**config.mk**
```make
export PLATFORM = sky130hd
export DESIGN_NAME = byterun1_run_length_decoder
export DESIGN_NICKNAME = d
export VERILOG_FILES = /design/src/design/bru_pkg.sv /design/src/design/bru_alu.sv /design/src/design/bru_ctrl.sv /design/src/design/byterun1_run_length_decoder.sv
export VERILOG_INCLUDE_DIRS = /design/src /design/src/design
export SDC_FILE = /design/constraint.sdc
export NUM_CORES = 1
export LEC_CHECK = 0
export BUFFER_PORTS_ARGS = -buffer_cell sky130_fd_sc_hd__buf_4
export CAP_MARGIN = 10
export CORE_MARGIN = 4
export CORE_UTILIZATION = 50
export DETAILED_ROUTE_END_ITERATION = 8
export GPL_ROUTABILITY_DRIVEN = 0
export MAX_ROUTING_LAYER = met4
export PLACE_DENSITY = 0.76
export SLEW_MARGIN = 20
export SYNTH_ARGS = -nofsm -noshare
export SYNTH_HDL_FRONTEND = slang
export SYNTH_HIERARCHICAL = 1
export SYNTH_SLANG_ARGS = --single-unit
```
**constraint.sdc**
```tcl
create_clock -name clk -period 6.25 [get_ports clk]
set_input_delay 1.25 -clock clk [delete_from_list [all_inputs] [get_ports clk]]
set_output_delay 1.25 -clock clk [all_outputs]
set_load 0.005 [all_outputs]
```
**src/design/assert_macros.svh**
```systemverilog
// Assertion macros used by the run-length decoder sequencer.
`ifndef ASSERT_MACROS_SVH
`define ASSERT_MACROS_SVH

// Property must hold at every clock edge outside reset.
`define BRU_ASSERT(label, clk, rst_n, prop, msg) \
	label: assert property (@(posedge clk) disable iff (!rst_n) prop) \
		else $error(msg);

// Condition must never be seen at a clock edge outside reset.
`define BRU_ASSERT_NEVER(label, clk, rst_n, cond, msg) \
	label: assert property (@(posedge clk) disable iff (!rst_n) !(cond)) \
		else $error(msg);

`endif

```
**src/design/bru_pkg.sv**
```systemverilog
// Shared types and constants of the ByteRun1 run-length decoder.
`timescale 1ns / 1ps
`default_nettype none

package bru_pkg;

	localparam int          SIZE_W         = 13;
	localparam logic [12:0] SIZE_RESET     = 13'd4096;
	localparam int          MAX_OUTPUT_DEF = 4096;
	localparam logic [7:0]  CTRL_SKIP      = 8'h80;

	typedef enum logic {
		S_IDLE,
		S_EVAL
	} state_t;

	typedef enum logic [1:0] {
		PH_CTRL,
		PH_LIT,
		PH_RUN
	} phase_t;

	typedef enum logic [1:0] {
		ST_DEC,
		ST_OK,
		ST_ERR
	} status_t;

	typedef struct packed {
		logic gt;
		logic ge;
	} alu_flags_t;

endpackage

`default_nettype wire

```
**src/design/bru_alu.sv**
```systemverilog
// Shared adder and size comparator of the decoder.
`timescale 1ns / 1ps
`default_nettype none

module bru_alu #(
	parameter int MAX_OUTPUT = bru_pkg::MAX_OUTPUT_DEF
) (
	input  wire logic [$clog2(MAX_OUTPUT + 1) - 1:0]                       produced,
	input  wire logic [7:0]                                                addend,
	input  wire logic [$clog2(MAX_OUTPUT + 1) - 1:0]                       size,
	output      logic [(($clog2(MAX_OUTPUT + 1) > 8) ? $clog2(MAX_OUTPUT + 1) : 8):0] sum,
	output      bru_pkg::alu_flags_t                                       flags
);

	localparam int PW = $clog2(MAX_OUTPUT + 1);
	localparam int SW = ((PW > 8) ? PW : 8) + 1;

	logic [SW-1:0] size_ext;

	assign size_ext = SW'(size);
	assign sum      = SW'(produced) + SW'(addend);
	assign flags.gt = (sum > size_ext);
	assign flags.ge = (sum >= size_ext);

endmodule

`default_nettype wire

```
**src/design/bru_ctrl.sv**
```systemverilog
// Decode sequencer: block state, per-byte steps and the result register.
`timescale 1ns / 1ps
`default_nettype none
`include "assert_macros.svh"

module bru_ctrl #(
	parameter int MAX_OUTPUT = bru_pkg::MAX_OUTPUT_DEF
) (
	input  wire logic                                clk,
	input  wire logic                                arst_n,
	input  wire logic                                in_valid,
	output      logic                                in_ready,
	input  wire logic [7:0]                          in_byte,
	input  wire logic                                end_of_source,
	output      logic                                out_valid,
	input  wire logic                                out_ready,
	output      logic [7:0]                          out_byte_first,
	output      logic [7:0]                          out_byte_second,
	output      logic [1:0]                          byte_count,
	output      logic [1:0]                          status,
	output      logic                                last_of_run,
	output      logic [$clog2(MAX_OUTPUT + 1) - 1:0] produced,
	output      logic [7:0]                          addend,
	input  wire logic [(($clog2(MAX_OUTPUT + 1) > 8) ? $clog2(MAX_OUTPUT + 1) : 8):0] sum,
	input  wire bru_pkg::alu_flags_t                 flags
);

	localparam int PW = $clog2(MAX_OUTPUT + 1);

	bru_pkg::state_t  state_q, state_d;
	bru_pkg::phase_t  phase_q, phase_d;
	logic [7:0]       pending_q, pending_d;
	logic [PW-1:0]    produced_q, produced_d;
	logic             finished_q, finished_d;
	logic [7:0]       byte_q;
	logic             eos_q;

	logic             out_valid_q;
	logic [7:0]       out_first_q, out_second_q;
	logic [1:0]       out_count_q;
	bru_pkg::status_t out_status_q;
	logic             out_last_q;

	logic             need_push, slot_free, push_fire;
	logic [7:0]       push_first, push_second;
	logic [1:0]       push_count;
	bru_pkg::status_t push_status, done_status;
	logic             push_last;

	logic [7:0]       rem;
	logic             run_two, run_last, ctrl_skip, ctrl_err;

	assign in_ready  = (state_q == bru_pkg::S_IDLE);
	assign slot_free = !out_valid_q || out_ready;
	assign push_fire = need_push && slot_free;
	assign produced  = produced_q;

	assign rem       = (pending_q == 8'd0) ? 8'd1 : pending_q;
	assign run_two   = (rem >= 8'd2);
	assign run_last  = (rem <= 8'd2);
	assign ctrl_skip = (byte_q == bru_pkg::CTRL_SKIP);
	assign ctrl_err  = !ctrl_skip && flags.gt;

	// Status once the byte ends its work: reached size, early end, or still going.
	assign done_status = flags.ge ? bru_pkg::ST_OK :
	                     (eos_q ? bru_pkg::ST_ERR : bru_pkg::ST_DEC);

	always_comb begin
		unique case (phase_q)
			bru_pkg::PH_LIT: addend = 8'd1;
			bru_pkg::PH_RUN: addend = run_two ? 8'd2 : 8'd1;
			default: begin
				if (!byte_q[7]) begin
					addend = byte_q + 8'd1;
				end else begin
					addend = 8'(9'd257 - {1'b0, byte_q});
				end
			end
		endcase
	end

	always_ff @(posedge clk or negedge arst_n) begin
		if (!arst_n) begin
			state_q    <= bru_pkg::S_IDLE;
			phase_q    <= bru_pkg::PH_CTRL;
			pending_q  <= 8'd0;
			produced_q <= '0;
			finished_q <= 1'b0;
		end else begin
			state_q    <= state_d;
			phase_q    <= phase_d;
			pending_q  <= pending_d;
			produced_q <= produced_d;
			finished_q <= finished_d;
		end
	end

	always_ff @(posedge clk) begin
		if (in_valid && in_ready) begin
			byte_q <= in_byte;
			eos_q  <= end_of_source;
		end
	end

	always_comb begin
		state_d     = state_q;
		phase_d     = phase_q;
		pending_d   = pending_q;
		produced_d  = produced_q;
		finished_d  = finished_q;
		need_push   = 1'b0;
		push_first  = 8'd0;
		push_second = 8'd0;
		push_count  = 2'd0;
		push_status = bru_pkg::ST_DEC;
		push_last   = 1'b0;

		unique case (state_q)
			bru_pkg::S_IDLE: begin
				if (in_valid) begin
					state_d = bru_pkg::S_EVAL;
				end
			end
			bru_pkg::S_EVAL: begin
				if (finished_q) begin
					// Drop bytes of a done block; the end mark re-arms it.
					if (eos_q) begin
						phase_d    = bru_pkg::PH_CTRL;
						pending_d  = 8'd0;
						produced_d = '0;
						finished_d = 1'b0;
					end
					state_d = bru_pkg::S_IDLE;
				end else begin
					unique case (phase_q)
						bru_pkg::PH_LIT: begin
							need_push   = 1'b1;
							push_first  = byte_q;
							push_count  = 2'd1;
							push_status = done_status;
							push_last   = 1'b1;
						end
						bru_pkg::PH_RUN: begin
							need_push   = 1'b1;
							push_first  = byte_q;
							push_second = run_two ? byte_q : 8'd0;
							push_count  = run_two ? 2'd2 : 2'd1;
							push_status = run_last ? done_status : bru_pkg::ST_DEC;
							push_last   = run_last;
						end
						default: begin
							need_push   = ctrl_err || eos_q;
							push_status = bru_pkg::ST_ERR;
							push_last   = 1'b1;
						end
					endcase

					// Hold everything while a result is due and the result register is still full.
					if (!need_push || slot_free) begin
						unique case (phase_q)
							bru_pkg::PH_LIT: begin
								produced_d = PW'(sum);
								pending_d  = (pending_q != 8'd0) ? pending_q - 8'd1 : 8'd0;
								if (pending_d == 8'd0) begin
									phase_d = bru_pkg::PH_CTRL;
								end
								state_d = bru_pkg::S_IDLE;
							end
							bru_pkg::PH_RUN: begin
								produced_d = PW'(sum);
								pending_d  = rem - addend;
								if (run_last) begin
									pending_d = 8'd0;
									phase_d   = bru_pkg::PH_CTRL;
									state_d   = bru_pkg::S_IDLE;
								end
							end
							default: begin
								if (!ctrl_err && !ctrl_skip) begin
									phase_d   = byte_q[7] ? bru_pkg::PH_RUN : bru_pkg::PH_LIT;
									pending_d = addend;
								end
								state_d = bru_pkg::S_IDLE;
							end
						endcase

						if (need_push && push_last && push_status != bru_pkg::ST_DEC) begin
							finished_d = 1'b1;
							if (eos_q) begin
								phase_d    = bru_pkg::PH_CTRL;
								pending_d  = 8'd0;
								produced_d = '0;
								finished_d = 1'b0;
							end
						end
					end
				end
			end
			default: state_d = bru_pkg::S_IDLE;
		endcase
	end

	always_ff @(posedge clk or negedge arst_n) begin
		if (!arst_n) begin
			out_valid_q <= 1'b0;
		end else if (push_fire) begin
			out_valid_q <= 1'b1;
		end else if (out_ready) begin
			out_valid_q <= 1'b0;
		end
	end

	always_ff @(posedge clk) begin
		if (push_fire) begin
			out_first_q  <= push_first;
			out_second_q <= push_second;
			out_count_q  <= push_count;
			out_status_q <= push_status;
			out_last_q   <= push_last;
		end
	end

	assign out_valid       = out_valid_q;
	assign out_byte_first  = out_first_q;
	assign out_byte_second = out_second_q;
	assign byte_count      = out_count_q;
	assign status          = out_status_q;
	assign last_of_run     = out_last_q;

	`BRU_ASSERT_NEVER(a_status_only_last, clk, arst_n,
		out_valid_q && (out_status_q != bru_pkg::ST_DEC) && !out_last_q,
		"final status on a result that is not the last of its byte")
	`BRU_ASSERT_NEVER(a_empty_is_error, clk, arst_n,
		out_valid_q && (out_count_q == 2'd0) && (out_status_q != bru_pkg::ST_ERR),
		"empty result without error status")
	`BRU_ASSERT_NEVER(a_pending_range, clk, arst_n,
		pending_q > 8'd128,
		"pending count beyond the longest run")
	`BRU_ASSERT(a_eval_entry, clk, arst_n,
		(state_q == bru_pkg::S_EVAL) |-> $past((state_q == bru_pkg::S_EVAL) || (in_valid && in_ready)),
		"sequencer busy without an accepted byte")

endmodule

`default_nettype wire

```
**src/design/byterun1_run_length_decoder.sv**
```systemverilog
// Top level of the ByteRun1 run-length decoder: size register and datapath.
//
//  channel   direction  handshake              payload
//  in        sink       in_valid / in_ready    in_byte, end_of_source
//  out       source     out_valid / out_ready  out_byte_first, out_byte_second,
//                                              byte_count, status, last_of_run
//  cfg       sink       cfg_valid / cfg_ready  cfg_data (expected_size)
//
// A literal byte or a control byte is transferred in, then handled in the sequencer.
// A run byte of n repeats is transferred in; then the shared adder emits one result,
// up to two bytes, per cycle while the result register can take it.
// Reset clears the control state and out_valid at once; expected_size returns to 4096. No clearing pass.
// While the result register is full and out_ready is low the sequencer holds a byte that must push a result.
// A result may wait in the output register while the next byte transfers in.
`timescale 1ns / 1ps
`default_nettype none

module byterun1_run_length_decoder #(
	parameter int MAX_OUTPUT = bru_pkg::MAX_OUTPUT_DEF
) (
	input  wire logic        clk,
	input  wire logic        arst_n,
	input  wire logic        in_valid,
	output      logic        in_ready,
	input  wire logic [7:0]  in_byte,
	input  wire logic        end_of_source,
	output      logic        out_valid,
	input  wire logic        out_ready,
	output      logic [7:0]  out_byte_first,
	output      logic [7:0]  out_byte_second,
	output      logic [1:0]  byte_count,
	output      logic [1:0]  status,
	output      logic        last_of_run,
	input  wire logic        cfg_valid,
	output      logic        cfg_ready,
	input  wire logic [12:0] cfg_data
);

	localparam int PW = $clog2(MAX_OUTPUT + 1);
	localparam int SW = ((PW > 8) ? PW : 8) + 1;
	localparam int EW = (PW > bru_pkg::SIZE_W) ? PW : bru_pkg::SIZE_W;

	logic [12:0]         expected_size_q;
	logic [EW-1:0]       size_ext;
	logic [PW-1:0]       size_eff;
	logic [PW-1:0]       produced;
	logic [7:0]          addend;
	logic [SW-1:0]       sum;
	bru_pkg::alu_flags_t flags;

	assign cfg_ready = 1'b1;

	always_ff @(posedge clk or negedge arst_n) begin
		if (!arst_n) begin
			expected_size_q <= bru_pkg::SIZE_RESET;
		end else if (cfg_valid && cfg_ready) begin
			expected_size_q <= cfg_data;
		end
	end

	// Clamp the programmed size to 1..MAX_OUTPUT.
	assign size_ext = EW'(expected_size_q);
	always_comb begin
		if (size_ext == '0) begin
			size_eff = PW'(1);
		end else if (size_ext > EW'(MAX_OUTPUT)) begin
			size_eff = PW'(MAX_OUTPUT);
		end else begin
			size_eff = PW'(size_ext);
		end
	end

	bru_ctrl #(
		.MAX_OUTPUT(MAX_OUTPUT)
	) u_ctrl (
		.clk            (clk),
		.arst_n         (arst_n),
		.in_valid       (in_valid),
		.in_ready       (in_ready),
		.in_byte        (in_byte),
		.end_of_source  (end_of_source),
		.out_valid      (out_valid),
		.out_ready      (out_ready),
		.out_byte_first (out_byte_first),
		.out_byte_second(out_byte_second),
		.byte_count     (byte_count),
		.status         (status),
		.last_of_run    (last_of_run),
		.produced       (produced),
		.addend         (addend),
		.sum            (sum),
		.flags          (flags)
	);

	bru_alu #(
		.MAX_OUTPUT(MAX_OUTPUT)
	) u_alu (
		.produced(produced),
		.addend  (addend),
		.size    (size_eff),
		.sum     (sum),
		.flags   (flags)
	);

endmodule

`default_nettype wire
```
After elaboration in Yosys (flattened, before gate mapping)
Index checks and enable logic that the tools add are counted.
{"block": "classes", "n_lt_le_gt_ge": 5, "add_sub_neg": 5, "n_reduce_logical": 25, "bitwise": 4, "eq_ne": 4, "n_mux": 59}
{"op": "$mux W13", "count": 8}
{"op": "$mux W8", "count": 10}
{"op": "$mux W2", "count": 16}
{"op": "$pmux W8 S2", "count": 2}
{"op": "$mux W1", "count": 19}
{"op": "$logic_not A8 Y1", "count": 2}
{"op": "$add A13 B8 Y14", "count": 1}
{"op": "$ge A14 B13 Y1", "count": 1}
{"op": "$gt A14 B13 Y1", "count": 1}
{"op": "$gt A13 B13 Y1 const B", "count": 1}
{"op": "$logic_not A13 Y1", "count": 1}
{"op": "$pmux W2 S2", "count": 3}
{"op": "$add A8 B1 Y8 const B", "count": 1}
{"op": "$eq A8 B8 Y1 const B", "count": 1}
{"op": "$ge A8 B2 Y1 const B", "count": 1}
{"op": "$le A8 B2 Y1 const B", "count": 1}
{"op": "$reduce_bool A8 Y1", "count": 1}
{"op": "$sub A1 B8 Y8 const A", "count": 1}
{"op": "$sub A8 B1 Y8 const B", "count": 1}
{"op": "$sub A8 B8 Y8", "count": 1}
{"op": "$logic_and A1 B1 Y1", "count": 6}
{"op": "$reduce_bool A2 Y1", "count": 3}
{"op": "$logic_not A1 Y1", "count": 4}
{"op": "$not A1 Y1", "count": 4}
{"op": "9 further kinds", "count": 12}
{"block": "totals", "out_inout_bits": 24, "regBits": 69, "input_bits": 27, "wordCells": 116}

Depth between registers and ports, before layout
Gate-level depths: netlist (run 1).
{"block": "depth", "depth_word": 17, "depth_mapped": 28, "depth_no_buf": 24}

Cells and area by module
The synthesis (run 1) kept the hierarchy.
{"mod": "bru_ctrl", "area_per_inst_um2": 3443.3, "cells_each": 344, "instances": 1}
{"mod": "bru_alu", "area_per_inst_um2": 835.8, "cells_each": 116, "instances": 1}
{"mod": "byterun1_run_length_decoder", "area_per_inst_um2": 633.1, "cells_each": 48, "instances": 1}

Least setup slack after synthesis (run 1)
Ideal clock, no wire load.
{"block": "synth_path", "kind": "reg2reg", "from": "reg u_ctrl.pending_q[5]", "to": "reg u_ctrl.out_count_q[0] (netlist: u_ctrl/byte_count[0]) (enable)", "setup_ps": 425, "path_stages_with_launch": 20, "arrival_time_ps": 6294, "synth_period_minus_slack_ps": 6719, "slack_ps": -469, "path_cell_list": "dfrtp_1 > clkbuf_1 > nor4_2 > nand2_1 > o31ai_1 > o21ai_0 > fa_1 > a21oi_1 > o21ai_1 > a21oi_1 > o21ai_0 > xor2_1 > ha_1 > nand2_1 > or3_1 > o211a_1 > o21ai_0 > a21boi_0 > nor2_1 > nor3_1"}
{"element": "from (decl)", "line_no": "bru_ctrl.sv:32", "source": "logic [7:0] pending_q, pending_d;"}
{"element": "from (signal assigned)", "line_no": "bru_ctrl.sv:92", "source": "pending_q <= pending_d;"}
{"element": "to (signal assigned)", "line_no": "bru_ctrl.sv:217", "source": "out_count_q <= push_count;"}
{"element": "to (decl)", "line_no": "bru_ctrl.sv:40", "source": "logic [1:0] out_count_q;"}

==> results.ini, run 1 <==
[timing]
setup-tns-final_ns = 0
drv_slew = 0
fin_crit_sh_pct = 92.7
rsz0062_at_grt = false
worst_slack_ns = 0.457
max_slew_margin_pct = 30.0
period_needed_ns = 5.79
setup_viol = 0
clock.fmax_mhz = 173
clock_skew_ns = 0.0153
final-hold-violation-count = 0
worst_pin_slew_ns = 1.05

[job]
drv_cap = 0

[drt]
drcViolationCount = 0
vias_per_cell = 6.21
first_iter_violations = 418
wire_per_inst_um = 18.2
dr.pass1.iters = 5
ant_nets = 0
vias = 4256
drt-total-wl_um = 12400

[placement]
dp_slack_ns = 0.103
place_area_um2 = 5410
dp_hpwl_um = 9070
portBuffers = 49

[layout]
fin_area_um2 = 5640
diodes = 0
final_nets = 617
drive_above_1_share_pct = 20.7
fill_cells = 795
area_growth_pct = 14.9
final_common_cell = buf_4
mostFrequentLayoutCells = buf_4 (64), inv_1 (38), dfrtp_1 (38), ha_1 (36), nand2_1 (32)

[critical_path]
cp_top_family = simple AND/OR/NAND/NOR gates
crit_slowest_cell = nor3_2
cpMostUsedCell = inv_1
slowest_delay_ns = 0.55
r2r_slack_ns = 0.46
crit_type = flop to flop
arrival_ns = 6.09
end_kind = flop
path_max_fanout = 17
worstPathRequired_ns = 6.54
crit_chain = inv_1 > ha_2 > inv_1 > a2111oi_0 > nor4bb_2 > inv_1 > ha_1 > nand2_1 > and3_2 > a2111oi_0 > nand3_1 > ha_1 > nand3_1 > or3_1 > nor3_1 > o21ai_1 > a21boi_0 > o21a_1 > nor3_2 > a21boi_0 > a221o_1
crit_buf_inv = 3
start_kind = flop

[clocking]
cts.sinks = 69
root_buffer = clkbuf_8
clk_pin_slew_ns = 0.09
cts_max_level = 3
cts_buffers = 9
clk_latency_ns = 0.35
clk_path_buf_depth = 2
cts_tree = built

[grt]
grt_pass1_wl_um = 19600
track_usage_pct = 22.1
grt_remaining_overflow = 0
first_global_vias = 3900
grt_max_degree = 40
antenna_found_initial = 0

[floorplanning]
pin_count = 51
fp.dieArea_um2 = 11500
rows = 35
die_h_um = 107
initial_core_util_pct = 52.1
core_um2 = 9420
dieWidth_um = 107

[power_and_ir_drop]
totalPowerFinal_mw = 2.63
power.density_nw_per_um2 = 467
leakage_nw = 2.41
ir_worst_vdd_mv = 0.211

[logic_synthesis]
syn_nets = 573
syn_area_um2 = 4910
synth_area_per_cell_um2 = 9.68
syn_inst = 507
yosysWarnings = 6

[outcome]
outcome = finished clean

[min_path]
min_path_type = flop to flop

## where the power goes
part           total [mW]  internal [mW]  switching [mW]  leakage, nW
combinational        1.57          0.635           0.931         1.53
sequential          0.683          0.582           0.101        0.785
clock               0.384          0.189           0.195        0.100
## layout make-up
class                           instances  area, um2  area share (%)
Clock buffer                            9        124            2.20
Clock inverter                          7       81.3            1.44
Inverter                               38        143            2.53
Multi-Input combinational cell        369       2770            49.1
Sequential cell                        69       1880            33.3
Tap cell                              129        161            2.86
Timing Repair Buffer                   64        480            8.52
## metrics by stage
step	util (%)	cells	hold slack (ns)
after floorplan	-	507	0.472
after global routing	59.9	685	0.544
final	59.9	685	0.514
after detailed placement	57.5	668	0.496
after global placement	57.4	668	0.491
after CTS	59.7	684	0.518
## what timing repair did
item / CTS / global route
hold buffers: 0 / 0
buffers inserted: 0 / 1
setup endpoints to repair: 0 / 46
resized for setup: 0 / 5
## sequential cells by signal, summed over array words and instances, names as in the netlist, 2 cells and up
name	flops
u_ctrl/byte_count	2
u_ctrl/status	2
u_ctrl/byte_q	8
u_ctrl/out_byte_first	8
u_ctrl/phase_q	2
u_ctrl/produced	13
expected_size_q	13
u_ctrl/out_byte_second	8
u_ctrl/pending_q	8
## metal layers
| metal | part of all wire, % | routed length (um) | vias up | global-route usage (%) |
|---|---|---|---|---|
| met4 | 2.4 | 301 | 0 | 8.04 |
| met5 | 0 | 0 | - | - |
| li1 | - | - | 1963 | - |
| met2 | 46 | 5730 | 240 | 33.6 |
| met3 | 8.7 | 1080 | 33 | 3.37 |
| met1 | 43 | 5330 | 2020 | 30.1 |
## worst reg2reg max path: cells and delay by family, from the launching register on
kind            cells  cell delay [ns]
buf+inv             3             0.37
compound gates      7             1.41
fa+ha+maj           3             1.11
simple gates        8             2.40
flops               1             0.44
## path summary, 6_finish.rpt
kind,start,end,depth (start not counted)
max in group asynchronous,arst_n,expected_size_q[12],1
worst max register to register,u_ctrl/phase_q[0],u_ctrl/pending_q[7],21
worst min register to register,u_ctrl/produced[4],u_ctrl/produced[4],1
worst max-delay path,u_ctrl/phase_q[0],u_ctrl/pending_q[7],21
min in group asynchronous,arst_n,expected_size_q[0],1
worst min-delay path,u_ctrl/produced[4],u_ctrl/produced[4],1
(Power assumes the default switching activity.)
==> inputs of run 2 (changes only) <==
- PLACE_DENSITY: 0.76 -> 0.77
- SKIP_CTS_REPAIR_TIMING: unset -> 1
- SYNTH_HIERARCHICAL: 1 -> unset
==> run 2 against run 1 <==
Worst setup slack got worse by 0.12 ns. Largest cell class unchanged. Critical path depth increased by 2. Clock skew decreased by 0.0048 ns. Global-route usage increased by 0.29 points. Highest routed layer unchanged. Cell count decreased by 8.6%.
==> results.ini, run 2 <==
[clocking]
clk_path_buf_depth = 2
cts_buffers = 9
root_buffer = clkbuf_8
cts_max_level = 3
cts.sinks = 69
clk_pin_slew_ns = 0.08
cts_tree = built
clk_latency_ns = 0.36

[drt]
drt-total-wl_um = 10800
wl_met2_um = 5520
dr.pass1.iters = 5
first_iter_violations = 238
vias_per_cell = 6.03
wl_met3_um = 652
vias = 3775
ant_nets = 0
routed.top_layer = met4
drcViolationCount = 0
m1WireLength_um = 4430
wire_per_inst_um = 17.3

[job]
drv_cap = 0

[layout]
diodes = 0
final_common_cell = buf_4
multiInputGateArea_um2 = 2440
drive_above_1_share_pct = 19.3
final_util_pct = 59.2
final_nets = 578
area_growth_pct = 14.9
mostFrequentLayoutCells = buf_4 (57), nor2_1 (45), nand2_1 (43), dfrtp_1 (37), ha_1 (36)
regArea_um2 = 1880
fill_cells = 747

[logic_synthesis]
syn_nets = 532
ys_top_cells_by_count = nor2_1 (45), nand2_1 (43), dfrtp_1 (38)
syn_inst = 467
synth-seq-cells = 69
synth_edf_count = 30
syn_area_um2 = 4510
yosysUniqueCellTypes = 61
yosysMostFrequentCell = nor2_1
yosys-top-cells-area = dfrtp_1 (21%), edfxtp_1 (20%), ha_1 (10%)
synthArstFlopShare_pct = 56.5
yosysWarnings = 0
post-synth-top-area-fraction_pct = 21.1
synth-seq-area-share_pct = 41.6
yosysTopAreaCell = dfrtp_1
yosys_most_used_dff = dfrtp_1
synth_area_per_cell_um2 = 9.66

[power_and_ir_drop]
totalPowerFinal_mw = 2.27
power.density_nw_per_um2 = 439
ir_worst_vdd_mv = 0.210
leakage_nw = 2.30

[grt]
antenna_found_initial = 0
first_global_vias = 3709
track_usage_pct = 22.4
grt_max_degree = 40
grt_remaining_overflow = 0
grt_pass1_wl_um = 18200

[min_path]
min_path_type = flop to flop

[timing]
drv_slew = 0
period_needed_ns = 5.91
clock.fmax_mhz = 169
worst_slack_ns = 0.337
clock_skew_ns = 0.0105
fin_crit_sh_pct = 94.6
whs_ns = 0.498
max_slew_margin_pct = 58.1
setup-tns-final_ns = 0
worst_pin_slew_ns = 0.626
final-hold-violation-count = 0
setup_viol = 0

[floorplanning]
dieWidth_um = 103
pin_count = 51
fp.dieArea_um2 = 10600
initial_core_util_pct = 51.5
core_um2 = 8760
die_h_um = 103
rows = 34

[critical_path]
worstPathRequired_ns = 6.49
start_kind = flop
path_max_fanout = 9
arrival_ns = 6.15
crit_type = flop to flop
end_kind = flop

[placement]
dp_slack_ns = 0.216
dp_hpwl_um = 8130
portBuffers = 49

[outcome]
outcome = finished clean

run 2: power by group:
group / internal [mW] / switching (mW)
logic: 0.511 / 0.724
registers: 0.585 / 0.0811
clock network: 0.188 / 0.185
total: 1.28 / 0.990
run 2: critical path, cell delays in order, from the launching register on:
cell,delay [ns]
dfrtp_1,0.48
nor4_2,0.35
nand2_1,0.17
nor3_1,0.26
nand2b_1,0.17
o21ai_1,0.17
fa_1,0.49
a21o_1,0.17
a21oi_1,0.23
nor2b_1,0.08
o21a_1,0.19
o41ai_1,0.25
buf_4,0.19
nor2_1,0.05
xnor2_1,0.15
ha_1,0.31
nand3_1,0.13
nor4_2,0.34
buf_4,0.18
nor2_1,0.05
a221o_1,0.39
a311o_2,0.49
a31o_4,0.26
a22o_1,0.23
run 2: final timing paths:
check	to	slack, ns	cells past startpoint	startpoint
setup / recovery	u_ctrl.pending_q[1]	0.34	23	u_ctrl.pending_q[4]
hold / removal	u_ctrl.finished_q	0.50	1	u_ctrl.state_q
setup reg to reg	u_ctrl.pending_q[1]	0.34	23	u_ctrl.pending_q[4]
hold reg to reg	u_ctrl.finished_q	0.50	1	u_ctrl.state_q
max in group asynchronous	u_ctrl.pending_q[0]	4.98	1	arst_n
min in group asynchronous	expected_size_q[11]	0.87	1	arst_n
run 2: final cells by class:
type	count	area share (%)
inverter	27	1.96
clock inverter	6	1.38
clock buffer	10	2.46
multi-input combinational	349	47.1
timing repair buffer	57	8.25
tap	108	2.61
sequential	69	36.3
run 2: logic make-up (layout without fill, tap and decap cells):
logic type | count (synthesis) | in the layout | share of synthesized area [%]
simple gates | 155 | 155 | 16.2
compound gates | 117 | 117 | 18.5
flops | 69 | 69 | 41.6
buf+inv | 49 | 100 | 4.55
fa+ha+maj | 38 | 38 | 10.9
xor+xnor | 23 | 23 | 4.47
mux | 15 | 15 | 3.69
other cells | 1 | 1 | 0.0831
run 2: metrics by stage:
| step | area [um2] | instances |
|---|---|---|
| final | 5180 | 626 |
| after global routing | 5180 | 626 |
| after CTS | 5170 | 626 |
| after detailed placement | 4970 | 610 |
| after global placement | 4970 | 610 |
| after floorplan | 4510 | 467 |
run 2: layer usage:
metal,global-route usage (%),up-vias
li1,-,1792
met1,27.5,1800
met2,37.4,157
met3,3.45,26
met4,8.17,0
met5,-,-
==> inputs of run 3 (changes only) <==
- CORE_UTILIZATION: 50 -> 45
- PLACE_DENSITY: 0.77 -> 0.7
==> run 3 against run 2 <==
Cell count grew 4.3%. Clock power is 15% higher. Routed wire length fell by 0.82%. Worst setup slack improved by 0.041 ns. Total power increased by 1.8%. Via count fell by 1.2%. Design area grew 1.7%. Fmax up 0.69%. Combinational power hardly changed. Register-to-register slack improved by 0.04 ns. Critical path type unchanged. Largest power group unchanged.
==> results.ini, run 3 (same netlist as run 2, synthesis figures left out) <==
[timing]
rsz0062_at_grt = false
clock_skew_ns = 0.0109
max_slew_margin_pct = 53.7
worst_pin_slew_ns = 0.692
worst_slack_ns = 0.378
drv_slew = 0
setup_viol = 0
fin_crit_sh_pct = 94.0
setup-tns-final_ns = 0
whs_ns = 0.518
period_needed_ns = 5.87
clock.fmax_mhz = 170
final-hold-violation-count = 0

[min_path]
holdPathStages = 1
min_path_type = flop to flop
min_to = u_ctrl.produced[3]
worst_hold_startpoint = u_ctrl.produced[3]

[placement]
dp_hpwl_um = 8150
place_area_um2 = 5030
dp_slack_ns = 0.193
portBuffers = 49

[critical_path]
slowest_delay_ns = 0.49
end_kind = flop
crit_chain = nor4_2 > nand2_1 > nor3_1 > nand2b_2 > o21ai_0 > fa_1 > a21o_1 > a21oi_1 > nor2b_1 > o21a_1 > o41ai_1 > buf_4 > nor2_1 > xor2_1 > ha_1 > nand3_1 > nor4_2 > buf_4 > nor2_1 > a221o_1 > a311o_2 > a21o_2 > a22o_1
crit_slowest_cell = a311o_2
arrival_ns = 6.10
r2r_end = u_ctrl.produced[1]
start_kind = flop
reg2regPathDepth = 23
worstPathRequired_ns = 6.48
r2r_slack_ns = 0.38
worst_r2r_startpoint = u_ctrl.pending_q[5]
crit_type = flop to flop
crit_buf_inv = 2
cp_top_family = compound AO/OA/AOI/OAI gates
path_max_fanout = 10

[layout]
final_common_cell = buf_4
diodes = 0
area_growth_pct = 16.9
drive_above_1_share_pct = 19.8
final_nets = 580
final_util_pct = 54.0
mostFrequentLayoutCells = buf_4 (58), nor2_1 (45), nand2_1 (43), dfrtp_1 (38), ha_1 (36)
fin_area_um2 = 5270

[drt]
wire_per_inst_um = 16.4
vias_per_cell = 5.71
ant_nets = 0
drcViolationCount = 0
dr.pass1.iters = 5
vias = 3729
drt-total-wl_um = 10700
first_iter_violations = 261

[power_and_ir_drop]
power.density_nw_per_um2 = 439
ir_worst_vdd_mv = 0.212
leakage_nw = 2.33

[job]
drv_cap = 0

[clocking]
cts_max_level = 3
clk_path_buf_depth = 2
clk_pin_slew_ns = 0.09
root_buffer = clkbuf_8
cts_tree = built
cts.sinks = 69
cts_buffers = 9
clk_latency_ns = 0.35

[floorplanning]
fp.dieArea_um2 = 11700
dieWidth_um = 108
core_um2 = 9770
die_h_um = 108
pin_count = 51
rows = 36
initial_core_util_pct = 46.1

[outcome]
outcome = finished clean

[grt]
track_usage_pct = 19.8
grt_remaining_overflow = 0
antenna_found_initial = 0
grt_pass1_wl_um = 17800
first_global_vias = 3598
grt_max_degree = 40

-- run 3: how the worst max path moves through the flow --
stage	start	depth (start not counted)	slack (ns)	endpoint
after floorplan	u_ctrl.pending_q[4]	22	0.05	u_ctrl.byte_count[0]
after global placement	u_ctrl.pending_q[5]	23	0.34	u_ctrl.produced[3]
after detailed placement	u_ctrl.pending_q[5]	23	0.19	u_ctrl.produced[6]
after CTS	u_ctrl.pending_q[5]	23	0.16	u_ctrl.produced[1]
after global routing	u_ctrl.pending_q[5]	23	0.01	u_ctrl.produced[7]
final	u_ctrl.pending_q[5]	23	0.38	u_ctrl.produced[1]
-- run 3: worst reg2reg max path: cells and delay by family (launching register included) --
family          cells  cell delay [ns]
compound gates      9             2.36
simple gates        9             1.66
fa+ha+maj           2             0.74
flops               1             0.46
buf+inv             2             0.38
xor+xnor            1             0.16
-- run 3: area by class of cell --
type | count | area (um2)
Fill cell | 887 | 4500
Inverter | 27 | 101
Tap cell | 133 | 166
Timing Repair Buffer | 59 | 455
Clock buffer | 9 | 124
Sequential cell | 69 | 1880
Clock inverter | 7 | 105
Multi-Input combinational cell | 349 | 2440
-- run 3: through the flow --
step	std cells	power [mW]
global route	653	2.50
CTS	653	2.30
detailed placement	637	1.87
global placement	637	1.85
floorplan	467	1.53
finish	653	2.32
-- run 3: power breakdown --
part	internal (mW)	switching (mW)	leakage (nW)
clock	0.232	0.197	0.113
combinational	0.519	0.708	1.43
sequential	0.585	0.0740	0.786
total	1.34	0.980	2.33
-- run 3: metal layers --
metal	share of wire (%)	routed length, um	global-route usage (%)
met1	45	4830	26.0
met3	5.7	607	3.46
met4	2.0	219	6.40
met5	0	0	-
met2	47	5070	31.2
